## src/design/hdrf_pkg.sv

```systemverilog
package hdrf_pkg;

  localparam int VERTEX_W   = 16;
  localparam int MAX_PARTS  = 32;
  localparam int PART_W     = 5;
  localparam int NPART_W    = 6;
  localparam int WORD_W     = 32;
  localparam int LAMBDA_W   = 24;
  localparam int DEN_W      = 49;
  localparam int DIVD_W     = 64;
  localparam int DIV_CNT_W  = 6;
  localparam int DIV_STEPS  = 64;
  localparam int RT_W       = 18;
  localparam int PROD_W     = LAMBDA_W + WORD_W;
  localparam int SCORE_W    = PROD_W + 2;
  localparam int IN_DATA_W  = 80;
  localparam int OUT_DATA_W = 40;
  localparam int CFG_IDX_W  = 3;

  localparam logic [WORD_W-1:0] ALL32    = '1;
  localparam logic [RT_W-1:0]   TWO_Q16  = RT_W'(131072);
  localparam logic [RT_W-1:0]   RT_HALF  = RT_W'(98304);
  localparam logic [DEN_W-1:0]  ONE_Q16  = DEN_W'(65536);

  typedef enum logic [CFG_IDX_W-1:0] {
    CFG_MODE   = 3'd0,
    CFG_PARTS  = 3'd1,
    CFG_CAP    = 3'd2,
    CFG_WEIGHT = 3'd3,
    CFG_EPS    = 3'd4
  } cfg_idx_t;

  typedef struct packed {
    logic              start;
    logic [DIVD_W-1:0] dividend;
    logic [DEN_W-1:0]  divisor;
  } div_req_t;

  typedef struct packed {
    logic              busy;
    logic              done;
    logic [DIVD_W-1:0] quotient;
  } div_rsp_t;

  function automatic logic [WORD_W-1:0] sat_inc(input logic [WORD_W-1:0] x);
    return (x == ALL32) ? x : x + WORD_W'(1);
  endfunction

endpackage

```

## src/design/hdrf_div.sv

```systemverilog
module hdrf_div (
  input  logic               clk,
  input  logic               rst,
  input  hdrf_pkg::div_req_t req,
  output hdrf_pkg::div_rsp_t rsp
);

  logic                           busy;
  logic                           done;
  logic [hdrf_pkg::DIV_CNT_W-1:0] cnt;
  logic [hdrf_pkg::DEN_W-1:0]     rem;
  logic [hdrf_pkg::DEN_W-1:0]     dvs;
  logic [hdrf_pkg::DIVD_W-1:0]    quo;
  logic [hdrf_pkg::DEN_W:0]       trial;
  logic                           qbit;
  logic [hdrf_pkg::DEN_W-1:0]     rem_next;

  // restoring divide, one quotient bit per cycle
  always_comb begin
    trial    = {rem, quo[hdrf_pkg::DIVD_W-1]};
    qbit     = trial >= {1'b0, dvs};
    rem_next = qbit ? hdrf_pkg::DEN_W'(trial - {1'b0, dvs}) : trial[hdrf_pkg::DEN_W-1:0];
  end

  always_ff @(posedge clk) begin
    if (rst) begin
      busy <= 1'b0;
      done <= 1'b0;
      cnt  <= '0;
    end else begin
      done <= 1'b0;
      if (req.start) begin
        busy <= 1'b1;
        cnt  <= '0;
      end else if (busy) begin
        cnt <= cnt + hdrf_pkg::DIV_CNT_W'(1);
        if (cnt == hdrf_pkg::DIV_CNT_W'(hdrf_pkg::DIV_STEPS - 1)) begin
          busy <= 1'b0;
          done <= 1'b1;
        end
      end
    end
  end

  always_ff @(posedge clk) begin
    if (req.start) begin
      rem <= '0;
      quo <= req.dividend;
      dvs <= req.divisor;
    end else if (busy) begin
      rem <= rem_next;
      quo <= {quo[hdrf_pkg::DIVD_W-2:0], qbit};
    end
  end

  assign rsp.busy     = busy;
  assign rsp.done     = done;
  assign rsp.quotient = quo;

endmodule

```

## config.mk

```make
export PLATFORM = sky130hd
export DESIGN_NAME = hdrf_div
export DESIGN_NICKNAME = d
export VERILOG_FILES = /design/src/design/hdrf_pkg.sv /design/src/design/hdrf_div.sv
export SDC_FILE = /design/constraint.sdc
export NUM_CORES = 1
export LEC_CHECK = 0
export ABC_AREA = 1
export BUFFER_PORTS_ARGS = -buffer_cell sky130_fd_sc_hd__buf_2
export CORE_MARGIN = 2
export CORE_UTILIZATION = 60
export CTS_CLUSTER_DIAMETER = 40
export DETAILED_ROUTE_END_ITERATION = 6
export PLACE_DENSITY = 0.88
export SYNTH_ARGS = -nofsm -noshare
export SYNTH_HDL_FRONTEND = slang
export SYNTH_SLANG_ARGS = --single-unit
```

## constraint.sdc

```tcl
create_clock -name clk -period 4.7 [get_ports clk]
set_input_delay 0.94 -clock clk [delete_from_list [all_inputs] [get_ports clk]]
set_output_delay 0.94 -clock clk [all_outputs]
set_load 0.02 [all_outputs]
```

==> run summary <==
Vias in the first global route: 10500
Final core utilization: 0.696
Max Clk Rate: 307 MHz
# hold bufs at CTS: 0
Global Route Usage Sum: 0.318
Status: finished with violations
Yosys cell types: 35
Number of routed nets with antenna violations: 0
Crit path cell chain: inv_1, ha_1, nand2_1, nor2_1, nand2_1, inv_1, nand2_1, nand2_2, nand3_4, nand2_4, nand2_1, nand3_1, o21ai_0
# H-tree levels: 4
Peak VDD IR: 0.000244 V
Setup CP Type: register to register
Cells after synthesis: 1697
Routed WL: 31200 µm
Failing checks: DRC
Worst setup slack after layout: 1.45 ns
Final Hold Fails: 0
#FFs+latches synth: 170
Post-CTS Setup Bufs: 0
Final hold slack: 0.471 ns
Synth Area in XOR/XNOR: 0.0177
Grt ovf: 0
Maxcap violations: 0
Cell Int Power: 2.57 mW
Crit start category: register
Worst min-delay path class: register to register
Final setup viols: 0
WP data arrival: 3.54 ns
Chip width: 142 µm
Antenna violations before repair: 0
Async set-reset flop share out of synthesis: 0
Logic pwr share: 0.139
Power share of the sequential group: 0.482
# rows: 50
Post-synthesis mux area share: 0
Leak pwr: 7.21 nW
Syn Area/Cell: 6.70 µm²
Net Sw Frac: 0.292
Commonest cells after routing, fill and taps aside: nand2_1 (729), inv_1 (315), buf_2 (180)
Psw: 1.06 mW
ANT cells: 0
Die Y-Extent: 142 µm
Initial core utilization: 0.610
Worst-skew pair later-pin latency: 0.45 ns
Clk slew on worst S/H paths: 0.07 ns
Clock root buffer: clkbuf_16
Routed WL per cell: 14.8 µm
Core box area: 18600 µm²
Unrepaired setup endpoints after global routing: false
Synth area leaders: edfxtp_1 (30%), nand2_1 (24%), inv_1 (10%)
Synth area leader: edfxtp_1
Maximum net fanout on the critical path: 52
First-pass GRT wire length: 50700 µm
CTS buffer count: 17
Post-synth top area share: 0.299
Finished Cell Area: 13000 µm²
Slew Limit Fails: 0
Total negative slack: 0 ns
Crit end category: register
Drc violations: 2
Worst path max stage delay: 0.72 ns
Layout cells sized above 1: 0.128
Post-DP HPWL: 23600 µm
I/O pins: 182
Least-Margin Pin Slew: 1.22 ns
Commonest non-fill, non-tap cell in the layout: nand2_1
Yosys warning count: 0
DR pass1 iterations: 7
Most used cell along the critical path: nand2_1
# clock sinks: 170
Setup Skew: 0.0195 ns
Worst EP required: 4.98 ns
PD cells: 280 nW/µm²
Initial DRC count: 878
Storage cell area: 4530 µm²
CP max stage cell: nand2_4
Die area: 20100 µm²
Synth Area in Compound Gates: 0.0301
Buffers on Ports: 181
Clock network power share: 0.380
Max_slew headroom: 0.186
Multi-input combinational cell area: 5430 µm²
# resized after CTS: 0
Syn-to-layout area delta: 14.1%
Vias: 10900
Synth Area in Simple Gates: 0.372
Register area share after synthesis: 0.399
Synthesized cell area: 11400 µm²
Clk buf depth: 2
Nets: 2027
Largest net degree at the start of global routing: 84
Final worst-path cycle share: 0.693
Adder-Cell Fraction of Synth Area: 0.0568
CTS tree: done
Cell area after placement: 12400 µm²
Top FF cell, synth: edfxtp_1
Post-synth EDFFs: 113
Net Count, Synth: 1864
Vias per cell: 5.16
Largest family of logic cells by synthesized area: simple AND/OR/NAND/NOR gates
Gpl congestion: 1.04
# fillers: 1590
Dpl ws: 1.48 ns
Min cycle time layout: 3.25 ns
cells by family (layout without fill, tap and decap cells):
kind of cell,Yosys count,in the layout
AO/OA/AOI/OAI,65,65
AND/OR/NAND/NOR,1024,1024
buffers and inverters,364,540
adder cells (fa/ha/maj),51,51
XOR/XNOR,23,23
flip-flops,170,170
metrics by stage:
| step | power, mW | std cells |
|---|---|---|
| floorplan | 2.09 | 1697 |
| global placement | 2.27 | 2075 |
| detailed placement | 2.28 | 2075 |
| CTS | 3.64 | 2107 |
| global route | 3.76 | 2107 |
| finish | 3.64 | 2107 |
cells in the mapped netlist, types with 7 or more instances:
library cell	n
nand3_1	126
nor2_1	99
inv_1	317
xnor2_1	22
edfxtp_1	113
buf_2	10
dfxtp_1	57
buf_1	7
nand4_1	12
nand3b_1	27
a21oi_1	33
o21ai_0	25
ha_1	50
nand2_1	729
nor3_1	8
clkbuf_1	19
cell type report:
cell class | instances | share of cell area
clock buffer | 18 | 0.0331
clock inverter | 14 | 0.0102
inverter | 323 | 0.0935
multi-input combinational | 1163 | 0.419
sequential | 170 | 0.350
tap | 234 | 0.0226
timing repair buffer | 185 | 0.0724
sequential cells by signal, indices dropped and copies added (netlist names):
| name | count |
|---|---|
| busy | 1 |
| dvs | 49 |
| done | 1 |
| quo | 64 |
| rem | 49 |
| cnt | 6 |
power by group through the flow:
stage / logic, mW / registers, mW / clock network (mW)
floorplan: 0.245 / 1.85 / 0
global placement: 0.489 / 1.78 / 0
detailed placement: 0.500 / 1.78 / 0
CTS: 0.502 / 1.75 / 1.38
global route: 0.555 / 1.76 / 1.44
finish: 0.504 / 1.75 / 1.38
critical path: cells and delay by family, from the launching register on:
family	cells	cell delay [ns]
flip-flops	1	0.32
buffers and inverters	2	0.11
adder cells (fa/ha/maj)	1	0.38
AND/OR/NAND/NOR	9	2.17
AO/OA/AOI/OAI	1	0.10
final timing paths:
path / cells past startpoint / end / from / slack, ns
hold reg to reg: 2 / rem[28] / rem[28] / 0.47
hold / removal: 2 / rem[28] / rem[28] / 0.47
setup / recovery: 13 / rem[4] / dvs[10] / 1.45
setup reg to reg: 13 / rem[4] / dvs[10] / 1.45
per-layer routing:
layer,global-route usage,wire length [µm]
met4,0.123,912
met1,0.401,13300
met2,0.547,14900
met3,0.0567,2080
met5,0,0
Power figures use the tool's default switching activity.
